<file path="src/rtl/ldr_pkg.sv">
// Shared types and constants for the LED digit dirty-refresh block.
// No dependencies; used by every module under rtl/.
`timescale 1ns / 1ps
`default_nettype none

package ldr_pkg;

  localparam int BUF_DEPTH   = 8;
  localparam int QUEUE_DEPTH = 2;
  localparam int DOT_BIT     = 7;

  // Request kinds as they arrive on req_type_i.
  localparam logic [2:0] REQ_SET_RAW = 3'd0;
  localparam logic [2:0] REQ_SET_DOT = 3'd1;
  localparam logic [2:0] REQ_CLEAR   = 3'd2;
  localparam logic [2:0] REQ_REFRESH = 3'd3;
  localparam logic [2:0] REQ_INIT    = 3'd4;

  // Driver register map and init values.
  localparam logic [3:0] ADDR_DECODE     = 4'h9;
  localparam logic [3:0] ADDR_INTENSITY  = 4'hA;
  localparam logic [3:0] ADDR_SCAN_LIMIT = 4'hB;
  localparam logic [3:0] ADDR_POWER      = 4'hC;
  localparam int         DIGIT_ADDR_BASE = 9;
  localparam logic [7:0] INIT_INTENSITY  = 8'd4;
  localparam logic [7:0] POWER_ON        = 8'd1;
  localparam logic [7:0] DECODE_NONE     = 8'd0;

  // Init sequencer steps; digit blanking follows the fixed steps.
  localparam logic [3:0] INIT_STEP_DECODE    = 4'd0;
  localparam logic [3:0] INIT_STEP_SCAN      = 4'd1;
  localparam logic [3:0] INIT_STEP_INTENSITY = 4'd2;
  localparam logic [3:0] INIT_STEP_POWER     = 4'd3;
  localparam int         INIT_FIXED_STEPS    = 4;

  localparam logic [3:0] CFG_DIGITS_RESET = 4'd8;

  typedef enum logic [2:0] {
    CMD_SET_RAW,
    CMD_SET_DOT,
    CMD_CLEAR,
    CMD_REFRESH,
    CMD_INIT
  } cmd_kind_e;

  // Classified command passed from the front end to the engine.
  typedef struct packed {
    cmd_kind_e             kind;
    logic [2:0]            idx;    // buffer index for raw/dot
    logic [7:0]            value;  // raw byte, or dot value in bit 0
    logic [BUF_DEPTH-1:0]  mask;   // digits cleared or in use
    logic [3:0]            ndig;   // effective digit count
  } cmd_t;

  typedef enum logic [1:0] {
    ENG_IDLE,
    ENG_REFRESH,
    ENG_INIT
  } eng_state_e;

  typedef struct packed {
    logic       valid;
    logic [3:0] addr;
    logic [7:0] data;
    logic       last;
  } frame_t;

endpackage

`default_nettype wire

</file>
<file path="src/rtl/ldr_front.sv">
// Front end: holds the digit count register, accepts and classifies requests.
// Depends on ldr_pkg.
`timescale 1ns / 1ps
`default_nettype none

module ldr_front #(
  parameter int MAX_DIGITS = 8
) (
  input  wire logic              clk_i,
  input  wire logic              rst_ni,
  input  wire logic              start,
  input  wire logic              busy_i,
  input  wire logic [2:0]        req_type_i,
  input  wire logic [2:0]        position_i,
  input  wire logic [7:0]        value_i,
  input  wire logic              dot_on_i,
  input  wire logic [3:0]        count_i,
  input  wire logic              cfg_valid_i,
  output logic                   cfg_ready_o,
  input  wire logic [3:0]        cfg_data_i,
  output logic                   push_o,
  output ldr_pkg::cmd_t          cmd_o
);

  localparam logic [3:0] DigitCap = 4'(MAX_DIGITS);

  logic [3:0]                    digits_q;
  logic [3:0]                    ndig;
  logic [4:0]                    clear_end;
  logic [ldr_pkg::BUF_DEPTH-1:0] inuse_mask;
  logic [ldr_pkg::BUF_DEPTH-1:0] clear_mask;
  logic                          known;

  assign cfg_ready_o = 1'b1;

  always_ff @(posedge clk_i or negedge rst_ni) begin
    if (!rst_ni) begin
      digits_q <= ldr_pkg::CFG_DIGITS_RESET;
    end else if (cfg_valid_i && cfg_ready_o) begin
      digits_q <= cfg_data_i;
    end
  end

  // Saturate the digit count into 1..MAX_DIGITS.
  always_comb begin
    if (digits_q == 4'd0) begin
      ndig = 4'd1;
    end else if (digits_q > DigitCap) begin
      ndig = DigitCap;
    end else begin
      ndig = digits_q;
    end
  end

  assign clear_end = {2'b00, position_i} + {1'b0, count_i};

  always_comb begin
    for (int i = 0; i < ldr_pkg::BUF_DEPTH; i++) begin
      inuse_mask[i] = 4'(i) < ndig;
      clear_mask[i] = inuse_mask[i] && (5'(i) >= {2'b00, position_i}) && (5'(i) < clear_end);
    end
  end

  always_comb begin
    cmd_o       = '0;
    cmd_o.ndig  = ndig;
    cmd_o.value = value_i;
    cmd_o.idx   = position_i;
    known       = 1'b1;
    case (req_type_i)
      ldr_pkg::REQ_SET_RAW: begin
        cmd_o.kind = ldr_pkg::CMD_SET_RAW;
        cmd_o.idx  = 3'(ldr_pkg::BUF_DEPTH - 1) - position_i;
      end
      ldr_pkg::REQ_SET_DOT: begin
        cmd_o.kind  = ldr_pkg::CMD_SET_DOT;
        cmd_o.value = {7'd0, dot_on_i};
      end
      ldr_pkg::REQ_CLEAR: begin
        cmd_o.kind = ldr_pkg::CMD_CLEAR;
        cmd_o.mask = clear_mask;
      end
      ldr_pkg::REQ_REFRESH: begin
        cmd_o.kind = ldr_pkg::CMD_REFRESH;
        cmd_o.mask = inuse_mask;
      end
      ldr_pkg::REQ_INIT: begin
        cmd_o.kind = ldr_pkg::CMD_INIT;
        cmd_o.mask = inuse_mask;
      end
      default: begin
        // drop unknown kinds
        known = 1'b0;
      end
    endcase
  end

  assign push_o = start && !busy_i && known;

endmodule

`default_nettype wire

</file>
<file path="src/rtl/ldr_cmd_fifo.sv">
// Short command queue between the front end and the engine.
// Depends on ldr_pkg.
`timescale 1ns / 1ps
`default_nettype none

module ldr_cmd_fifo (
  input  wire logic          clk_i,
  input  wire logic          rst_ni,
  input  wire logic          push_i,
  input  wire ldr_pkg::cmd_t wdata_i,
  input  wire logic          pop_i,
  output ldr_pkg::cmd_t      rdata_o,
  output logic               empty_o,
  output logic               full_o
);

  localparam int PtrW = $clog2(ldr_pkg::QUEUE_DEPTH);
  localparam int CntW = $clog2(ldr_pkg::QUEUE_DEPTH + 1);

  ldr_pkg::cmd_t   entry_q [ldr_pkg::QUEUE_DEPTH];
  logic [PtrW-1:0] wr_ptr_q;
  logic [PtrW-1:0] rd_ptr_q;
  logic [CntW-1:0] count_q;
  logic            do_push;
  logic            do_pop;

  assign empty_o = count_q == '0;
  assign full_o  = count_q == CntW'(ldr_pkg::QUEUE_DEPTH);
  assign do_push = push_i && !full_o;
  assign do_pop  = pop_i && !empty_o;
  assign rdata_o = entry_q[rd_ptr_q];

  always_ff @(posedge clk_i) begin
    if (do_push) begin
      entry_q[wr_ptr_q] <= wdata_i;
    end
  end

  always_ff @(posedge clk_i or negedge rst_ni) begin
    if (!rst_ni) begin
      wr_ptr_q <= '0;
      rd_ptr_q <= '0;
      count_q  <= '0;
    end else begin
      if (do_push) begin
        wr_ptr_q <= (wr_ptr_q == PtrW'(ldr_pkg::QUEUE_DEPTH - 1)) ? '0 : wr_ptr_q + 1'b1;
      end
      if (do_pop) begin
        rd_ptr_q <= (rd_ptr_q == PtrW'(ldr_pkg::QUEUE_DEPTH - 1)) ? '0 : rd_ptr_q + 1'b1;
      end
      count_q <= count_q + CntW'(do_push) - CntW'(do_pop);
    end
  end

endmodule

`default_nettype wire

</file>
<file path="src/rtl/ldr_engine.sv">
// Engine: digit buffer, shown copy, refresh walker and init sequencer.
// Depends on ldr_pkg; fed by ldr_cmd_fifo.
`timescale 1ns / 1ps
`default_nettype none

module ldr_engine (
  input  wire logic          clk_i,
  input  wire logic          rst_ni,
  input  wire logic          cmd_valid_i,
  input  wire ldr_pkg::cmd_t cmd_i,
  output logic               cmd_pop_o,
  output logic               result_strobe_o,
  output logic [3:0]         reg_addr_o,
  output logic [7:0]         reg_data_o,
  output logic               last_o
);

  localparam int Depth = ldr_pkg::BUF_DEPTH;

  ldr_pkg::eng_state_e state_q, state_d;
  logic [3:0]          step_q, step_d;
  logic [Depth-1:0]    dirty_q, dirty_d;
  logic [3:0]          ndig_q, ndig_d;
  logic [7:0]          digit_q [Depth];
  logic [7:0]          shown_q [Depth];
  ldr_pkg::frame_t     frame_q, frame_d;

  logic [Depth-1:0]    diff_mask;
  logic [Depth-1:0]    step_sel;
  logic [Depth-1:0]    rest_mask;
  logic [3:0]          init_last_step;
  logic                take;

  always_comb begin
    for (int i = 0; i < Depth; i++) begin
      diff_mask[i] = digit_q[i] != shown_q[i];
    end
  end

  assign step_sel       = Depth'(1) << step_q[2:0];
  assign rest_mask      = dirty_q & ~step_sel;
  assign init_last_step = 4'(ldr_pkg::INIT_FIXED_STEPS - 1) + ndig_q;
  assign take           = (state_q == ldr_pkg::ENG_IDLE) && cmd_valid_i;

  // Next state
  always_comb begin
    state_d = state_q;
    step_d  = step_q;
    dirty_d = dirty_q;
    ndig_d  = ndig_q;
    case (state_q)
      ldr_pkg::ENG_IDLE: begin
        if (cmd_valid_i) begin
          case (cmd_i.kind)
            ldr_pkg::CMD_REFRESH: begin
              dirty_d = diff_mask & cmd_i.mask;
              step_d  = '0;
              if ((diff_mask & cmd_i.mask) != '0) begin
                state_d = ldr_pkg::ENG_REFRESH;
              end
            end
            ldr_pkg::CMD_INIT: begin
              state_d = ldr_pkg::ENG_INIT;
              step_d  = '0;
              ndig_d  = cmd_i.ndig;
            end
            default: begin
            end
          endcase
        end
      end
      ldr_pkg::ENG_REFRESH: begin
        step_d  = step_q + 4'd1;
        dirty_d = rest_mask;
        if (rest_mask == '0) begin
          state_d = ldr_pkg::ENG_IDLE;
        end
      end
      ldr_pkg::ENG_INIT: begin
        step_d = step_q + 4'd1;
        if (step_q == init_last_step) begin
          state_d = ldr_pkg::ENG_IDLE;
        end
      end
      default: begin
        state_d = ldr_pkg::ENG_IDLE;
      end
    endcase
  end

  // Outputs
  always_comb begin
    frame_d   = '0;
    cmd_pop_o = 1'b0;
    case (state_q)
      ldr_pkg::ENG_IDLE: begin
        cmd_pop_o = cmd_valid_i;
      end
      ldr_pkg::ENG_REFRESH: begin
        frame_d.valid = dirty_q[step_q[2:0]];
        frame_d.addr  = 4'(ldr_pkg::DIGIT_ADDR_BASE - 1) - step_q;
        frame_d.data  = digit_q[step_q[2:0]];
        frame_d.last  = rest_mask == '0;
      end
      ldr_pkg::ENG_INIT: begin
        frame_d.valid = 1'b1;
        frame_d.last  = step_q == init_last_step;
        case (step_q)
          ldr_pkg::INIT_STEP_DECODE: begin
            frame_d.addr = ldr_pkg::ADDR_DECODE;
            frame_d.data = ldr_pkg::DECODE_NONE;
          end
          ldr_pkg::INIT_STEP_SCAN: begin
            frame_d.addr = ldr_pkg::ADDR_SCAN_LIMIT;
            frame_d.data = {4'd0, ndig_q - 4'd1};
          end
          ldr_pkg::INIT_STEP_INTENSITY: begin
            frame_d.addr = ldr_pkg::ADDR_INTENSITY;
            frame_d.data = ldr_pkg::INIT_INTENSITY;
          end
          ldr_pkg::INIT_STEP_POWER: begin
            frame_d.addr = ldr_pkg::ADDR_POWER;
            frame_d.data = ldr_pkg::POWER_ON;
          end
          default: begin
            // blank digit registers 1..n
            frame_d.addr = step_q - 4'(ldr_pkg::INIT_FIXED_STEPS - 1);
            frame_d.data = '0;
          end
        endcase
      end
      default: begin
      end
    endcase
  end

  always_ff @(posedge clk_i or negedge rst_ni) begin
    if (!rst_ni) begin
      state_q <= ldr_pkg::ENG_IDLE;
      step_q  <= '0;
      dirty_q <= '0;
      ndig_q  <= ldr_pkg::CFG_DIGITS_RESET;
      frame_q <= '0;
    end else begin
      state_q <= state_d;
      step_q  <= step_d;
      dirty_q <= dirty_d;
      ndig_q  <= ndig_d;
      frame_q <= frame_d;
    end
  end

  // Buffer edits land only while idle, so the walkers see stable bytes.
  always_ff @(posedge clk_i or negedge rst_ni) begin
    if (!rst_ni) begin
      for (int i = 0; i < Depth; i++) begin
        digit_q[i] <= '0;
        shown_q[i] <= '0;
      end
    end else if (take) begin
      case (cmd_i.kind)
        ldr_pkg::CMD_SET_RAW: begin
          digit_q[cmd_i.idx] <= cmd_i.value;
        end
        ldr_pkg::CMD_SET_DOT: begin
          digit_q[cmd_i.idx][ldr_pkg::DOT_BIT] <= cmd_i.value[0];
        end
        ldr_pkg::CMD_CLEAR, ldr_pkg::CMD_INIT: begin
          for (int i = 0; i < Depth; i++) begin
            if (cmd_i.mask[i]) begin
              digit_q[i] <= '0;
            end
          end
        end
        ldr_pkg::CMD_REFRESH: begin
          for (int i = 0; i < Depth; i++) begin
            if (cmd_i.mask[i]) begin
              shown_q[i] <= digit_q[i];
            end
          end
        end
        default: begin
        end
      endcase
    end
  end

  assign result_strobe_o = frame_q.valid;
  assign reg_addr_o      = frame_q.addr;
  assign reg_data_o      = frame_q.data;
  assign last_o          = frame_q.last;

  a_frame_from_walk: assert property (@(posedge clk_i) disable iff (!rst_ni)
    frame_q.valid |-> $past(state_q) != ldr_pkg::ENG_IDLE)
    else $error("frame without an active walk");

  a_refresh_has_work: assert property (@(posedge clk_i) disable iff (!rst_ni)
    state_q == ldr_pkg::ENG_REFRESH |-> dirty_q != '0)
    else $error("refresh walk with no dirty digit");

  a_last_ends_run: assert property (@(posedge clk_i) disable iff (!rst_ni)
    frame_q.valid && frame_q.last |-> state_q == ldr_pkg::ENG_IDLE)
    else $error("last frame while run continues");

  a_init_bounded: assert property (@(posedge clk_i) disable iff (!rst_ni)
    state_q == ldr_pkg::ENG_INIT |-> step_q <= init_last_step)
    else $error("init step past digit count");

endmodule

`default_nettype wire

</file>
<file path="src/rtl/led_digit_dirty_refresh_top.sv">
// LED digit driver with dirty refresh. The idle engine applies edit items;
// refresh walks from digit 0 to the last changed digit and sends a frame only
// for changed digits; init sends four fixed writes, then blanks each used digit.
// Frames register in the cycle after each walker step; a two-entry queue keeps
// start open while the engine works. Reset zeroes both buffers, digit count 8.
`timescale 1ns / 1ps
`default_nettype none

module led_digit_dirty_refresh_top #(
  parameter int MAX_DIGITS = 8
) (
  input  wire logic       clk_i,
  input  wire logic       rst_ni,
  input  wire logic       start,
  output logic            busy,
  input  wire logic [2:0] req_type_i,
  input  wire logic [2:0] position_i,
  input  wire logic [7:0] value_i,
  input  wire logic       dot_on_i,
  input  wire logic [3:0] count_i,
  input  wire logic       cfg_valid_i,
  output logic            cfg_ready_o,
  input  wire logic [3:0] cfg_data_i,
  output logic            result_strobe_o,
  output logic [3:0]      reg_addr_o,
  output logic [7:0]      reg_data_o,
  output logic            last_o
);

  ldr_pkg::cmd_t front_cmd;
  ldr_pkg::cmd_t queue_cmd;
  logic          push;
  logic          pop;
  logic          queue_empty;
  logic          queue_full;

  assign busy = queue_full;

  ldr_front #(
    .MAX_DIGITS (MAX_DIGITS)
  ) u_front (
    .clk_i       (clk_i),
    .rst_ni      (rst_ni),
    .start       (start),
    .busy_i      (queue_full),
    .req_type_i  (req_type_i),
    .position_i  (position_i),
    .value_i     (value_i),
    .dot_on_i    (dot_on_i),
    .count_i     (count_i),
    .cfg_valid_i (cfg_valid_i),
    .cfg_ready_o (cfg_ready_o),
    .cfg_data_i  (cfg_data_i),
    .push_o      (push),
    .cmd_o       (front_cmd)
  );

  ldr_cmd_fifo u_queue (
    .clk_i   (clk_i),
    .rst_ni  (rst_ni),
    .push_i  (push),
    .wdata_i (front_cmd),
    .pop_i   (pop),
    .rdata_o (queue_cmd),
    .empty_o (queue_empty),
    .full_o  (queue_full)
  );

  ldr_engine u_engine (
    .clk_i           (clk_i),
    .rst_ni          (rst_ni),
    .cmd_valid_i     (!queue_empty),
    .cmd_i           (queue_cmd),
    .cmd_pop_o       (pop),
    .result_strobe_o (result_strobe_o),
    .reg_addr_o      (reg_addr_o),
    .reg_data_o      (reg_data_o),
    .last_o          (last_o)
  );

endmodule

`default_nettype wire

</file>
<file path="config.mk">
export PLATFORM = sky130hd
export DESIGN_NAME = led_digit_dirty_refresh_top
export DESIGN_NICKNAME = d
export VERILOG_FILES = /design/src/rtl/ldr_pkg.sv /design/src/rtl/ldr_front.sv /design/src/rtl/ldr_cmd_fifo.sv /design/src/rtl/ldr_engine.sv /design/src/rtl/led_digit_dirty_refresh_top.sv
export SDC_FILE = /design/constraint.sdc
export NUM_CORES = 1
export LEC_CHECK = 0
export BUFFER_PORTS_ARGS = -buffer_cell sky130_fd_sc_hd__clkbuf_2
export CAP_MARGIN = 25
export CORE_MARGIN = 10
export CORE_UTILIZATION = 30
export DETAILED_ROUTE_END_ITERATION = 12
export GPL_TIMING_DRIVEN = 0
export SLEW_MARGIN = 20
export SYNTH_ARGS = -nofsm -noshare
export SYNTH_HDL_FRONTEND = slang
export SYNTH_SLANG_ARGS = --single-unit
export TNS_END_PERCENT = 10
</file>
<file path="constraint.sdc">
create_clock -name clk_i -period 3.05 [get_ports clk_i]
set_input_delay 0.1525 -clock clk_i [delete_from_list [all_inputs] [get_ports clk_i]]
set_output_delay 0.1525 -clock clk_i [all_outputs]
set_load 0.02 [all_outputs]
</file>
==> flow_metrics.env <==
export IMPL_yosys_warnings=0
export IMPL_critPathKind="reg2reg"
export IMPL_ys_seq_elements=220
export IMPL_reg2reg_setup_slack_ns=0.17
export IMPL_clk_pin_slew_ns=0.06
export IMPL_grt_pass1_wl_um=42000
export IMPL_drc=0
export IMPL_ir_drop_mv=0.476
export IMPL_first_iter_violations=427
export IMPL_cts_root_buffer="clkbuf_16"
export IMPL_cp_start_kind="flip-flop"
export IMPL_h_tree_depth=1
export IMPL_min_path_type="in2reg"
export IMPL_cts_made_buffers=25
export IMPL_timing_fmax_mhz=347
export IMPL_cp_max_fo=19
export IMPL_synth_fp_nets=912
export IMPL_critPathSlowestCell="dfrtp_1"
export IMPL_cellPowerDensity_nw_per_um2=1030
export IMPL_final_min_clock_period_ns=2.88
export IMPL_period_share_pct=94.5
export IMPL_maxSlewHeadroom_pct=34.5
export IMPL_end_kind="flip-flop"
export IMPL_avgRoutedWirePerCell_um=18.4
export IMPL_synth_main_ff_cell="dfrtp_1"
export IMPL_synth_area_leaders="dfrtp_1, edfxtp_1, mux2_2, xor2_1, o2bb2ai_1"
export IMPL_layout_nets=994
export IMPL_drv_cap=0
export IMPL_area_growth_pct=17.1
export IMPL_synth_async_sr_flop_share_pct=76.4
export IMPL_first_global_vias=7318
export IMPL_start_util_pct=30.3
export IMPL_slowest_delay_ns=0.55
export IMPL_hpwl_um=19500
export IMPL_dieArea_um2=45000
export IMPL_ys_types=68
export IMPL_run_status="completed"
export IMPL_postSynthAreaPerCell_um2=12.8
export IMPL_power_leakage_nw=5.83
export IMPL_syn_inst=867
export IMPL_synth_edf_count=52
export IMPL_antenna_found_initial=0
export IMPL_cts_tree="yes"
export IMPL_firstDrtPassIters=5
export IMPL_rows=70
export IMPL_track_usage_pct=11.8
export IMPL_portBuffers=41
export IMPL_finalWeightedCongestion=0.835
export IMPL_grt_max_degree=88
export IMPL_syn_area_um2=11100
export IMPL_drive_above_1_share_pct=24.3
export IMPL_cts_sinks=220
export IMPL_synth_top_cell_area_share_pct=37.5
export IMPL_setup_viol=0
export IMPL_vias_per_cell=5.07
export IMPL_worstSkewPairLatency_ns=0.52
export IMPL_n_antenna_cell=0
export IMPL_ant_nets=0
export IMPL_ys_seq_area_share_pct=52.1
export IMPL_fin_area_um2=13000
export IMPL_required_ns=3.46
export IMPL_finClkSkew_ns=0.00978
export IMPL_core_um2=36500
export IMPL_cp_num_buf_inv=2
export IMPL_crit_chain="buf_2 > inv_1 > ha_1 > ha_1 > nand2b_1 > nand4_1 > o31ai_2 > nand4_1 > a32oi_1 > a21bo_1"
export IMPL_yosys_area_top_type="dfrtp_1"
export IMPL_num_io_pins=43
export IMPL_cp_top_family="compound AO/OA/AOI/OAI gates"
export IMPL_synthTopCellsByCount="dfrtp_1, mux2_2, xor2_1, edfxtp_1"
export IMPL_hold_viol=0
export IMPL_worst_pin_slew_ns=0.955
export IMPL_synth_most_common_cell="dfrtp_1"
export IMPL_place_area_um2=12000
export IMPL_slew_violations=0
export IMPL_holdWs_ns=0.00769
export IMPL_die_w_um=212
export IMPL_crit_arrival_ns=3.29
export IMPL_grt_overflow=0
export IMPL_cts_buffer_depth=3
export IMPL_fp_dieH_um=212
export IMPL_dr_total_vias=7281
export IMPL_drt_wl_total_um=26400
layout by cell type, fill, tap and decap left out, types with 18 or more instances in the layout:
cell / instances
a21oi_1: 37
clkbuf_16: 25
clkbuf_2: 40
dfrtp_1: 166
edfxtp_1: 52
mux2_2: 72
mux2i_1: 23
mux4_2: 18
nand2_1: 50
nor2_1: 27
nor2b_1: 21
nor4_1: 18
o21ai_0: 33
o2bb2ai_1: 50
xor2_1: 71
worst paths after layout:
| path | startpoint | to | cells after the start |
|---|---|---|---|
| max in group asynchronous | rst_ni | u_engine.ndig_q[3] | 4 |
| worst max register to register | u_engine.step_q[1] | u_engine.state_q[0] | 10 |
| worst min register to register | u_engine.shown_q[3] | u_engine.shown_q[3] | 1 |
| worst min-delay path | value_i[1] | u_queue.entry_q[1][13] | 2 |
| worst max-delay path | u_engine.step_q[1] | u_engine.state_q[0] | 10 |
| min in group asynchronous | rst_ni | u_front.digits_q[2] | 3 |
cells by family (layout without fill, tap and decap cells):
| logic type | after synthesis | count (layout) | synth area share (%) |
|---|---|---|---|
| muxes | 132 | 132 | 15.7 |
| adders and majority gates | 18 | 18 | 2.10 |
| and+or+nand+nor | 190 | 190 | 10.0 |
| buffers and inverters | 46 | 146 | 2.50 |
| xor gates and xnor gates | 82 | 82 | 6.55 |
| other | 1 | 1 | 0.0339 |
| AOI/OAI and AO/OA | 178 | 178 | 11.0 |
| DFF | 220 | 220 | 52.1 |
where the power goes:
group,internal (mW),switching (mW),total [mW]
sequential,4.06,0.941,5.00
combinational,2.41,2.87,5.28
clock,1.89,1.19,3.08
total,8.36,5.00,13.4
routing by layer:
layer  share of wire (%)  vias up  GRT usage (%)
met5                   0        -              0
met4                 1.5        0           2.21
met3                 5.0       30           1.91
met2                  45      182           18.4
met1                  48     3696           16.9
li1                    -     3373              -
what timing repair did:
item                                    CTS  global route
pin swaps                                 0             1
endpoints found under the hold margin    88             0
resized for setup                         3             2
hold buffers                             12             0
buffers inserted                          0             1
endpoints found under the setup margin    5             2
cloned                                    0             0
metrics by stage:
stage	setup TNS, ns	setup slack, ns	util (%)	power [mW]	instances
4_1_cts	0	0.00548	35.5	13.5	1436
2_1_floorplan	0	0.515	-	8.67	867
3_5_place_dp	-0.914	-0.388	32.8	10.3	1380
6_report	0	0.167	35.5	13.4	1435
5_1_grt	-0.000671	-0.000671	35.5	14.2	1435
3_3_place_gp	-236.81	-1.43	32.5	10.2	1376
layout make-up:
cell class | instances | area, um^2
Sequential cell | 220 | 5770
Buffer | 28 | 215
Multi-Input combinational cell | 601 | 5060
Clock buffer | 33 | 716
Timing Repair Buffer | 58 | 424
Inverter | 15 | 56.3
Tap cell | 468 | 586
Clock inverter | 12 | 138
Fill cell | 3536 | 23600
(Power assumes the default switching activity.)
